[config.mk]
export PLATFORM = sky130hd
export DESIGN_NAME = integer_to_radix_digits
export DESIGN_NICKNAME = d
export VERILOG_FILES = /design/src/rtl/core/i2r_pkg.sv /design/src/rtl/core/i2r_front.sv /design/src/rtl/core/i2r_queue.sv /design/src/rtl/core/i2r_back.sv /design/src/rtl/core/integer_to_radix_digits.sv
export SDC_FILE = /design/constraint.sdc
export NUM_CORES = 1
export LEC_CHECK = 0
export ABC_AREA = 1
export BUFFER_PORTS_ARGS = -buffer_cell sky130_fd_sc_hd__buf_4
export CAP_MARGIN = 20
export CORE_MARGIN = 2
export CORE_UTILIZATION = 62
export CTS_CLUSTER_SIZE = 20
export DETAILED_ROUTE_END_ITERATION = 8
export HOLD_SLACK_MARGIN = 0.06
export PLACE_DENSITY = 0.92
export SKIP_CTS_REPAIR_TIMING = 1
export SYNTH_ARGS = -nofsm -noshare
export SYNTH_HDL_FRONTEND = slang
export SYNTH_SLANG_ARGS = --single-unit
[constraint.sdc]
create_clock -name clk -period 15.87 [get_ports clk]
set_clock_uncertainty 0.2 [all_clocks]
set_input_delay 0.7935 -clock clk [delete_from_list [all_inputs] [get_ports clk]]
set_output_delay 0.7935 -clock clk [all_outputs]
set_load 0.01 [all_outputs]
[src/rtl/core/i2r_pkg.sv]
package i2r_pkg;

	localparam int VALUE_WIDTH = 32;
	localparam int BASE_W      = 6;
	localparam int DIGIT_W     = 6;
	localparam int CHAR_W      = 7;

	localparam int S_TDATA_W   = ((VALUE_WIDTH + BASE_W + 7) / 8) * 8;
	localparam int M_TDATA_W   = 8;

	// quotient bits resolved per division cycle
	localparam int BITS_PER_STEP = 8;
	localparam int DIV_CYCLES    = (VALUE_WIDTH + BITS_PER_STEP - 1) / BITS_PER_STEP;
	localparam int DW            = DIV_CYCLES * BITS_PER_STEP;
	localparam int STEP_W        = $clog2(DIV_CYCLES + 1);

	localparam int DIGIT_DEPTH = VALUE_WIDTH;
	localparam int IDX_W       = $clog2(DIGIT_DEPTH);

	localparam logic [CHAR_W-1:0] CHAR_ZERO     = 7'd48;
	localparam logic [CHAR_W-1:0] CHAR_A        = 7'd65;
	localparam logic [CHAR_W-1:0] CHAR_NINE     = 7'd57;
	localparam logic [CHAR_W-1:0] CHAR_Z        = 7'd90;
	localparam logic [BASE_W-1:0] BASE_MIN      = 6'd2;
	localparam logic [BASE_W-1:0] BASE_MAX      = 6'd36;
	localparam logic [DIGIT_W-1:0] DECIMAL_LIMIT = 6'd10;

	typedef struct packed {
		logic [VALUE_WIDTH-1:0] value;
		logic [BASE_W-1:0]      base;
	} item_t;

	typedef enum logic [1:0] {
		ST_IDLE,
		ST_DIV,
		ST_EMIT_RD,
		ST_EMIT_OUT
	} state_t;

	function automatic logic [CHAR_W-1:0] digit_to_ascii(input logic [DIGIT_W-1:0] d);
		logic [CHAR_W-1:0] c;
		if (d < DECIMAL_LIMIT) begin
			c = CHAR_ZERO + CHAR_W'(d);
		end else begin
			c = CHAR_A + CHAR_W'(d - DECIMAL_LIMIT);
		end
		return c;
	endfunction

endpackage

[src/rtl/core/i2r_front.sv]
module i2r_front (
	input  logic                          s_tvalid,
	output logic                          s_tready,
	input  logic [i2r_pkg::S_TDATA_W-1:0] s_tdata,
	output logic                          push_valid,
	input  logic                          push_ready,
	output i2r_pkg::item_t                push_item
);
	import i2r_pkg::*;

	logic [VALUE_WIDTH-1:0] value;
	logic [BASE_W-1:0]      radix;

	assign value = s_tdata[VALUE_WIDTH-1:0];
	assign radix = s_tdata[VALUE_WIDTH +: BASE_W];

	assign s_tready   = push_ready;
	assign push_valid = s_tvalid;

	always_comb begin
		// zero or negative collapses to zero: a single '0' digit
		if (value[VALUE_WIDTH-1] || (value == '0)) begin
			push_item.value = '0;
		end else begin
			push_item.value = value;
		end
		if (radix < BASE_MIN) begin
			push_item.base = BASE_MIN;
		end else if (radix > BASE_MAX) begin
			push_item.base = BASE_MAX;
		end else begin
			push_item.base = radix;
		end
	end

endmodule

[src/rtl/core/i2r_queue.sv]
module i2r_queue (
	input  logic           clk,
	input  logic           arst_n,
	input  logic           push_valid,
	output logic           push_ready,
	input  i2r_pkg::item_t push_item,
	output logic           pop_valid,
	input  logic           pop_ready,
	output i2r_pkg::item_t pop_item
);
	import i2r_pkg::*;

	item_t      entry_q [2];
	logic       wr_ptr_q;
	logic       rd_ptr_q;
	logic [1:0] count_q;
	logic       do_push;
	logic       do_pop;

	assign push_ready = (count_q != 2'd2);
	assign pop_valid  = (count_q != 2'd0);
	assign pop_item   = entry_q[rd_ptr_q];
	assign do_push    = push_valid && push_ready;
	assign do_pop     = pop_valid && pop_ready;

	always_ff @(posedge clk or negedge arst_n) begin
		if (!arst_n) begin
			wr_ptr_q <= 1'b0;
			rd_ptr_q <= 1'b0;
			count_q  <= 2'd0;
		end else begin
			if (do_push) wr_ptr_q <= ~wr_ptr_q;
			if (do_pop)  rd_ptr_q <= ~rd_ptr_q;
			if (do_push && !do_pop) begin
				count_q <= count_q + 2'd1;
			end else if (do_pop && !do_push) begin
				count_q <= count_q - 2'd1;
			end
		end
	end

	always_ff @(posedge clk) begin
		if (do_push) entry_q[wr_ptr_q] <= push_item;
	end

endmodule

[src/rtl/core/i2r_back.sv]
module i2r_back (
	input  logic                          clk,
	input  logic                          arst_n,
	input  logic                          pop_valid,
	output logic                          pop_ready,
	input  i2r_pkg::item_t                pop_item,
	output logic                          m_tvalid,
	input  logic                          m_tready,
	output logic [i2r_pkg::M_TDATA_W-1:0] m_tdata,
	output logic                          m_tlast
);
	import i2r_pkg::*;

	state_t             state_q;
	state_t             state_d;
	logic [STEP_W-1:0]  step_q;
	logic [IDX_W-1:0]   cnt_q;
	logic [IDX_W-1:0]   rd_idx_q;
	logic [DW-1:0]      dividend_q;
	logic [DIGIT_W-1:0] rem_q;
	logic [BASE_W-1:0]  base_q;
	logic [DIGIT_W-1:0] rdata_q;
	logic [DIGIT_W-1:0] digit_mem [DIGIT_DEPTH];

	logic [DW-1:0]      div_next;
	logic [DIGIT_W-1:0] rem_next;
	logic               last_step;
	logic               quot_zero;
	logic               mem_we;
	logic               load;

	// one slice of restoring division by the base
	always_comb begin
		logic [DIGIT_W-1:0]       r;
		logic [DIGIT_W:0]         t;
		logic [BITS_PER_STEP-1:0] qb;
		r  = rem_q;
		qb = '0;
		for (int i = 0; i < BITS_PER_STEP; i++) begin
			t = {r, dividend_q[DW-1-i]};
			if (t >= {1'b0, base_q}) begin
				r  = DIGIT_W'(t - {1'b0, base_q});
				qb[BITS_PER_STEP-1-i] = 1'b1;
			end else begin
				r = t[DIGIT_W-1:0];
			end
		end
		rem_next = r;
		div_next = (dividend_q << BITS_PER_STEP) | DW'(qb);
	end

	assign last_step = (step_q == STEP_W'(DIV_CYCLES - 1));
	assign quot_zero = (div_next == '0);

	always_comb begin
		state_d = state_q;
		case (state_q)
			ST_IDLE:     if (pop_valid) state_d = ST_DIV;
			ST_DIV:      if (last_step && quot_zero) state_d = ST_EMIT_RD;
			ST_EMIT_RD:  state_d = ST_EMIT_OUT;
			ST_EMIT_OUT: begin
				if (m_tready) state_d = (rd_idx_q == '0) ? ST_IDLE : ST_EMIT_RD;
			end
			default:     state_d = ST_IDLE;
		endcase
	end

	always_comb begin
		pop_ready = 1'b0;
		mem_we    = 1'b0;
		m_tvalid  = 1'b0;
		case (state_q)
			ST_IDLE:     pop_ready = 1'b1;
			ST_DIV:      mem_we    = last_step;
			ST_EMIT_OUT: m_tvalid  = 1'b1;
			default: begin
			end
		endcase
	end

	assign load    = pop_ready && pop_valid;
	assign m_tdata = M_TDATA_W'(digit_to_ascii(rdata_q));
	assign m_tlast = (rd_idx_q == '0);

	always_ff @(posedge clk or negedge arst_n) begin
		if (!arst_n) begin
			state_q  <= ST_IDLE;
			step_q   <= '0;
			cnt_q    <= '0;
			rd_idx_q <= '0;
		end else begin
			state_q <= state_d;
			if (load) begin
				step_q <= '0;
				cnt_q  <= '0;
			end else if (state_q == ST_DIV) begin
				if (last_step) begin
					step_q <= '0;
					if (quot_zero) begin
						rd_idx_q <= cnt_q;
					end else begin
						cnt_q <= cnt_q + IDX_W'(1);
					end
				end else begin
					step_q <= step_q + STEP_W'(1);
				end
			end else if ((state_q == ST_EMIT_OUT) && m_tready && (rd_idx_q != '0)) begin
				rd_idx_q <= rd_idx_q - IDX_W'(1);
			end
		end
	end

	always_ff @(posedge clk) begin
		if (load) begin
			dividend_q <= DW'(pop_item.value);
			base_q     <= pop_item.base;
			rem_q      <= '0;
		end else if (state_q == ST_DIV) begin
			dividend_q <= div_next;
			// restart the remainder for the next digit
			rem_q      <= last_step ? '0 : rem_next;
		end
	end

	// digit stack, least significant digit at index zero
	always_ff @(posedge clk) begin
		if (mem_we) digit_mem[cnt_q] <= rem_next;
	end

	always_ff @(posedge clk) begin
		rdata_q <= digit_mem[rd_idx_q];
	end

endmodule

[src/rtl/core/integer_to_radix_digits.sv]
// Sequence: a request is taken from the queue in ST_IDLE, then each digit is divided out in
// ST_DIV one slice at a time; each digit shown on the output passes a memory read, then a hold.
// Requests: a new request is taken only after the last digit of the previous one is accepted;
// the queue holds up to two waiting. The shared divider resolves 8 quotient bits a cycle.
// Reset: asynchronous, active low; clears the queue and the sequencer, the digit
// memory is not cleared and needs no clearing pass.
module integer_to_radix_digits (
	input  logic                          clk,
	input  logic                          arst_n,
	input  logic                          s_tvalid,
	output logic                          s_tready,
	input  logic [i2r_pkg::S_TDATA_W-1:0] s_tdata,  // value, radix, zero fill
	output logic                          m_tvalid,
	input  logic                          m_tready,
	output logic [i2r_pkg::M_TDATA_W-1:0] m_tdata,  // digit_char, zero fill
	output logic                          m_tlast   // last
);
	import i2r_pkg::*;

	logic  push_valid;
	logic  push_ready;
	item_t push_item;
	logic  pop_valid;
	logic  pop_ready;
	item_t pop_item;

	i2r_front u_front (
		.s_tvalid   (s_tvalid),
		.s_tready   (s_tready),
		.s_tdata    (s_tdata),
		.push_valid (push_valid),
		.push_ready (push_ready),
		.push_item  (push_item)
	);

	i2r_queue u_queue (
		.clk        (clk),
		.arst_n     (arst_n),
		.push_valid (push_valid),
		.push_ready (push_ready),
		.push_item  (push_item),
		.pop_valid  (pop_valid),
		.pop_ready  (pop_ready),
		.pop_item   (pop_item)
	);

	i2r_back u_back (
		.clk       (clk),
		.arst_n    (arst_n),
		.pop_valid (pop_valid),
		.pop_ready (pop_ready),
		.pop_item  (pop_item),
		.m_tvalid  (m_tvalid),
		.m_tready  (m_tready),
		.m_tdata   (m_tdata),
		.m_tlast   (m_tlast)
	);

endmodule

======== Word level (Yosys, flattened, before mapping) ========
Memories as Yosys holds them, arrays and structs flattened. A register that Yosys moved wholly into a read port is not among the register bits.
Cells that the tools add are included.
word-level totals
  bits in latches ......................... 0
  memory bits (read-only) ................. 0
  bits in writable memories ............... 268
  logic and storage cells ................. 125
  register bits ........................... 63
  output and inout port bits .............. 11
  memories kept ........................... 2
  input bits .............................. 44
memory list
  name              words  bits a word  rd ports  clocked after Yosys merged registers in  write ports  RTL line         text
  u_back.digit_mem  32     6            1         1                                        1            i2r_back.sv:23   logic [DIGIT_W-1:0] digit_mem [DIGIT_DEPTH];
  u_queue.entry_q   2      38           1         0                                        1            i2r_queue.sv:13  item_t entry_q [2];
cells by class
  multipliers ............................. 0
  $add $sub $neg .......................... 16
  reductions and logical operators ........ 23
  divide/modulo/power cells ............... 0
  equal/unequal tests ..................... 11
  shift-type cells ........................ 0
  bitwise operators ....................... 4
  multiplexer cells ....................... 48
  magnitude comparators ................... 11
operators with widths
  cell                                                         number
  two-way mux 32 bit                                           3
  two-way mux 6 bit                                            11
  logical NOT 32 bit                                           2
  greater-or-equal comparator 7 x 6 -> 1 bit                   8
  subtractor 6 bit                                             8
  two-way mux 5 bit                                            8
  bitwise OR 32 x 8 -> 32 bit                                  1
  two-way mux 1 bit                                            15
  two-way mux 2 bit                                            6
  nonzero test 2 bit                                           5
  two-way mux 3 bit                                            3
  != test 2 x 1 -> 1 bit (second input constant)               4
  case mux 2 bit (4 select lines)                              1
  adder 6 x 6 -> 7 bit (first input constant)                  1
  adder 7 bit (first input constant)                           1
  logical AND 1 bit                                            7
  two-way mux 7 bit                                            1
  subtractor 6 x 4 -> 7 bit (second input constant)            1
  > comparator 6 bit (second input constant)                   1
  less-than comparator 6 x 2 -> 1 bit (second input constant)  1
  less-than comparator 6 x 4 -> 1 bit (second input constant)  1
  != test 2 bit (second input constant)                        3
  AND reduction 3 bit                                          2
  adder 5 x 1 -> 5 bit (second input constant)                 1
  other kinds (14)                                             18

======== Logic depth before layout (Yosys ltp) ========
  word-level depth ........................ 22
  gate-level depth with buffers ........... 87
  gate-level depth less buffers ........... 84

======== By module ========
Synthesis repeated with hierarchy kept, for this count alone.
unflattened totals
  cells, all modules ...................... 1717
  area, all modules ....................... 16902.5 um^2
modules (own cells, without submodules)
  module     cells each  area each (um^2)  sequential area each (um^2)  times used
  i2r_back   1373        13406.6           7522.2                       1
  i2r_queue  227         2975.4            2382.3                       1
  i2r_front  117         520.5             0.0                          1

======== Least setup slack after synthesis ========
OpenSTA, ideal clock, no wires.
  kind .................................... reg-to-reg
  start point ............................. reg u_back.base_q[1]
  end point ............................... mem u_back.digit_mem[0][1], data pin
  library setup time ...................... 281 ps
  cell stages (with the launch flop) ...... 83
  setup slack ............................. 2274 ps
  arrival ................................. 13115 ps
  period minus slack after synthesis ...... 13596 ps
  buffers on the path ..................... 5
  data required time ...................... 15389 ps
  path through ............................ edfxtp_1 inv_1 ha_1 nand2_1 inv_1 nand2_1 nand2_1 nand2_1 nand3_2 buf_6 nand2_1 o21a_1 inv_1 ha_1 a21oi_1 nand2_1 nand2_1 nand2_1 [... 47 more ...] a21oi_1 o21ai_0 a21oi_1 o21bai_1 a221oi_1 nand3_4 buf_4 o21ai_1 inv_2 ha_1 a21oi_1 o21ai_0 a221o_1 a211oi_1 nand2_4 buf_6 nand2_2 o21a_1
between the ends
  cells in the longest elaborated chain, start to end .. 16
  elaborated cells on any way between the ends .. 24
  classes of those cells .................. 8 x add/sub; 8 x order compare; 8 x mux
RTL lines
  item                                                                            RTL line                        text
  start: declaration                                                              i2r_back.sv:21                  logic [BASE_W-1:0] base_q;
  start signal: assignment                                                        i2r_back.sv:116                 base_q <= pop_item.base;
  subtractor 6 bit or greater-or-equal comparator 7 x 6 -> 1 bit (tied branches)  i2r_back.sv:42, i2r_back.sv:41
  two-way mux 6 bit                                                               i2r_back.sv:41                  if (t >= {1'b0, base_q}) begin
  subtractor 6 bit or greater-or-equal comparator 7 x 6 -> 1 bit (tied branches)  i2r_back.sv:42, i2r_back.sv:41
  two-way mux 6 bit                                                               i2r_back.sv:41
  subtractor 6 bit or greater-or-equal comparator 7 x 6 -> 1 bit (tied branches)  i2r_back.sv:42, i2r_back.sv:41
  two-way mux 6 bit                                                               i2r_back.sv:41
  subtractor 6 bit or greater-or-equal comparator 7 x 6 -> 1 bit (tied branches)  i2r_back.sv:42, i2r_back.sv:41
  two-way mux 6 bit                                                               i2r_back.sv:41
  subtractor 6 bit or greater-or-equal comparator 7 x 6 -> 1 bit (tied branches)  i2r_back.sv:42, i2r_back.sv:41
  two-way mux 6 bit                                                               i2r_back.sv:41
  greater-or-equal comparator 7 x 6 -> 1 bit or subtractor 6 bit (tied branches)  i2r_back.sv:41, i2r_back.sv:42
  two-way mux 6 bit                                                               i2r_back.sv:41
  greater-or-equal comparator 7 x 6 -> 1 bit or subtractor 6 bit (tied branches)  i2r_back.sv:41, i2r_back.sv:42
  two-way mux 6 bit                                                               i2r_back.sv:41
  subtractor 6 bit or greater-or-equal comparator 7 x 6 -> 1 bit (tied branches)  i2r_back.sv:42, i2r_back.sv:41
  two-way mux 6 bit *                                                             i2r_back.sv:41
  via u_back.rem_next[1]                                                          i2r_back.sv:26                  logic [DIGIT_W-1:0] rem_next;
  end: declaration                                                                i2r_back.sv:23
The timed path passes the listed nets; every way through them passes the cells marked *.

======== Final worst setup path ========
  start point ............................. reg u_back.base_q[2]
  end point ............................... mem u_back.digit_mem[18][5], data pin
between the ends
  cells in the longest elaborated chain, start to end .. 16
  elaborated cells on any way between the ends .. 24
  classes of those cells .................. 8 x add/sub; 8 x order compare; 8 x mux
RTL lines
  item                                                                            RTL line
  subtractor 6 bit or greater-or-equal comparator 7 x 6 -> 1 bit (tied branches)  i2r_back.sv:42, i2r_back.sv:41
  two-way mux 6 bit                                                               i2r_back.sv:41
  subtractor 6 bit or greater-or-equal comparator 7 x 6 -> 1 bit (tied branches)  i2r_back.sv:42, i2r_back.sv:41
  two-way mux 6 bit                                                               i2r_back.sv:41
  subtractor 6 bit or greater-or-equal comparator 7 x 6 -> 1 bit (tied branches)  i2r_back.sv:42, i2r_back.sv:41
  two-way mux 6 bit                                                               i2r_back.sv:41
  subtractor 6 bit or greater-or-equal comparator 7 x 6 -> 1 bit (tied branches)  i2r_back.sv:42, i2r_back.sv:41
  two-way mux 6 bit                                                               i2r_back.sv:41
  greater-or-equal comparator 7 x 6 -> 1 bit or subtractor 6 bit (tied branches)  i2r_back.sv:41, i2r_back.sv:42
  two-way mux 6 bit                                                               i2r_back.sv:41
  subtractor 6 bit or greater-or-equal comparator 7 x 6 -> 1 bit (tied branches)  i2r_back.sv:42, i2r_back.sv:41
  two-way mux 6 bit                                                               i2r_back.sv:41
  subtractor 6 bit or greater-or-equal comparator 7 x 6 -> 1 bit (tied branches)  i2r_back.sv:42, i2r_back.sv:41
  two-way mux 6 bit                                                               i2r_back.sv:41
  subtractor 6 bit or greater-or-equal comparator 7 x 6 -> 1 bit (tied branches)  i2r_back.sv:42, i2r_back.sv:41
  two-way mux 6 bit *                                                             i2r_back.sv:41
  via u_back.rem_next[5]                                                          i2r_back.sv:26
Marked as above.

==> impl_results.md <==
- RSZ-0062 raised after global routing: no
- Final net count: 1725
- # diodes: 0
- Core box area: approximately 0.026 mm²
- Post-synthesis cell type count: 51
- Global route overflow: 0
- Max-cap viol count: 0
- Slew headroom: between 20% and 30%
- Hold WS: about 0.27 ns
- Port bufs: a little over 50
- Area occupied by multi-input gates: around 0.0058 mm²
- Setup TNS: 0 ns
- Clk buf depth: 3
- Post-synth EDFFs: a little over 300
- DR vias: about 13000
- Inst Count DP: 1911
- Largest net degree at the start of global routing: 100
- CP Data Arrival Time: 14.97 ns
- Synth Flop Type: edfxtp_1
- Hold Vio Cnt, Final: 0
- Clock root buffer: clkbuf_16
- Status: completed
- Die width: approximately 170 µm
- Crit. End Element: flop
- Drt total wl: around 41000 µm
- Yosys warns: 0
- Register area: 0.00991 mm²
- Number of global-route vias before repair: between 10000 and 15000
- Met1 Wirelength: between 10000 and 15000 µm
- Max Slew Vio Count: 0
- Slowest CP cell: ha_1
- Buffers & Inverters on Critical Path: 12
- Slew at the pin with the worst max-slew slack: 1.10 ns
- DRC Markers: 0
- Average cell area after synthesis: approximately 10 µm²
- Synth Register Bits: about 340
- First-pass GRT wire length: about 64000 µm
- Io pins: 55
- HP Class: in2reg
- Highest metal used: met5
- Top cell family by delay on the critical path: compound AO/OA/AOI/OAI gates
- Die area: between 0.02 and 0.03 mm²
- Reg clk slew, reported paths: ~0.070 ns
- Rows: 59
- Asr flop ratio synth: between 5 and 6%
- Vias per cell: roughly 6.4
- Non-Filler Instances: a little under 2000
- DRT antenna net count: 0
- Initial DRC count: around 1800
- Layout cells sized above 1: 11.0%
- Routability cong.: 0.872
- CP dominant cell by count: nand2_1
- CP required: roughly 16 ns
- Initial antenna violation count: 1
- Min cycle time layout: between 10 and 15 ns
- Sequential share of the synthesized area: between 60 and 70%
- Syn Inst Count: 1573
- CP max stage delay: between 0.4 and 0.5 ns
- Gr usage total: 28.8%
- Final Setup Violations: 0
- Area Growth Syn to Fin: 11.7%
- CP Launch Type: flop
- WS Path Type: reg2reg
- Worst Path Max Fanout: 32
- Clock sinks: roughly 340
- Wire length on met3: around 4700 µm
- H-tree depth: 1
- CTS tree: built
- Worst skew pair latency: roughly 0.58 ns
- Fillers: between 1500 and 2000
- CTS Buf Count: 31
- Drt wl/cell: 20.9 µm
- Starting density of the core: about 63%
- Synth Cell Area: roughly 0.016 mm²
- Max Freq: 0.0676 GHz
- Fin crit share: 93.2%
- Final core occ: 70.6%
- Height of the die: 167 µm
- Met2 wire len: slightly above 20000 µm
- Hpwl dp: 24800 µm
- Initial DRT Pass Iterations: 7
-- kinds of logic (layout without fill, tap and decap cells) --
family	after synthesis	count (layout)	share of synthesized area (%)
other cells	1	3	0.0228
compound gates	306	306	11.0
buf+inv	212	276	5.06
xor+xnor	41	41	2.18
simple gates	609	609	16.1
flops	337	337	60.1
fa+ha+maj	67	67	5.45
-- registers in the layout, summed over array words and instances, names as in the netlist --
name               cells
u_back.digit_mem     192
u_back.step_q          3
u_back.rem_q           6
u_back.rdata_q         6
u_back.rd_idx_q        5
u_back.state_q         2
u_back.cnt_q           5
u_queue.count_q        2
u_queue.rd_ptr_q       1
u_back.dividend_q     32
u_queue.entry_q       76
u_back.base_q          6
u_queue.wr_ptr_q       1
-- through the flow --
stage                     area (µm²)  worst slack [ns]
after floorplan                16500              2.27
after global placement         17100              1.23
after detailed placement       17100             0.543
after CTS                      18200             0.370
after global routing           18400            0.0764
final                          18400              1.08
-- cell type report --
| type | count | share of cell area (%) |
|---|---|---|
| Sequential cell | 337 | 53.9 |
| Multi-Input combinational cell | 1026 | 31.7 |
| Clock buffer | 38 | 4.36 |
| Timing Repair Buffer | 73 | 3.28 |
| Inverter | 145 | 2.98 |
| Tap cell | 335 | 2.28 |
| Clock inverter | 20 | 1.58 |
-- layout by cell type (no fill, tap or decap), types with 20 or more instances in the layout --
cell	count
edfxtp_1	306
nand2_1	247
nor2_1	229
inv_1	138
o21ai_0	128
buf_4	62
ha_1	59
nand3_1	53
a31oi_1	37
a21oi_1	36
clkbuf_16	31
o22ai_1	27
xor2_1	23
o221ai_1	20
-- worst paths after layout --
path / endpoint / start / slack, ns / cells after the start
min: u_queue.entry_q[0][5] / s_tdata[37] / 0.27 / 1
min in group asynchronous: u_back.state_q[1] / arst_n / 0.44 / 2
min reg2reg: u_back.rem_q[2] / u_back.rem_q[2] / 0.30 / 2
max: u_back.digit_mem[18][5] / u_back.base_q[2] / 1.08 / 79
max in group asynchronous: u_back.rd_idx_q[0] / arst_n / 14.78 / 2
max reg2reg: u_back.digit_mem[18][5] / u_back.base_q[2] / 1.08 / 79
-- synth_stat cells (all sizes together), types with 3 or more instances --
master	count	share of area (%)
nand2	264	6.4
a31oi	37	1.4
o31ai	3	0.14
nor3	7	0.21
nor2	241	5.7
o21bai	3	0.14
a32oi	6	0.32
a221oi	7	0.37
nor4	15	0.57
clkbuf	57	1.3
ha	59	4.5
fa	8	0.97
o221ai	20	1.1
nand3	65	2.6
nand4	10	0.38
xnor2	18	0.96
o22ai	27	1.0
a21oi	37	1.1
dfrtp	19	2.9
inv	144	3.3
dfxtp	12	1.5
buf	10	0.46
o21a	10	0.46
xor2	23	1.2
edfxtp	306	56
o21ai	149	4.6
-- routing by layer --
metal | vias to the layer above | track usage (%)
met4 | 2 | 10.5
met5 | - | 0
met1 | 6000 | 36.6
met2 | 939 | 49.7
li1 | 5582 | -
met3 | 152 | 5.28
Power is not shown: default switching activity piles up to over one toggle a cycle in this logic, so the estimate is an artifact.
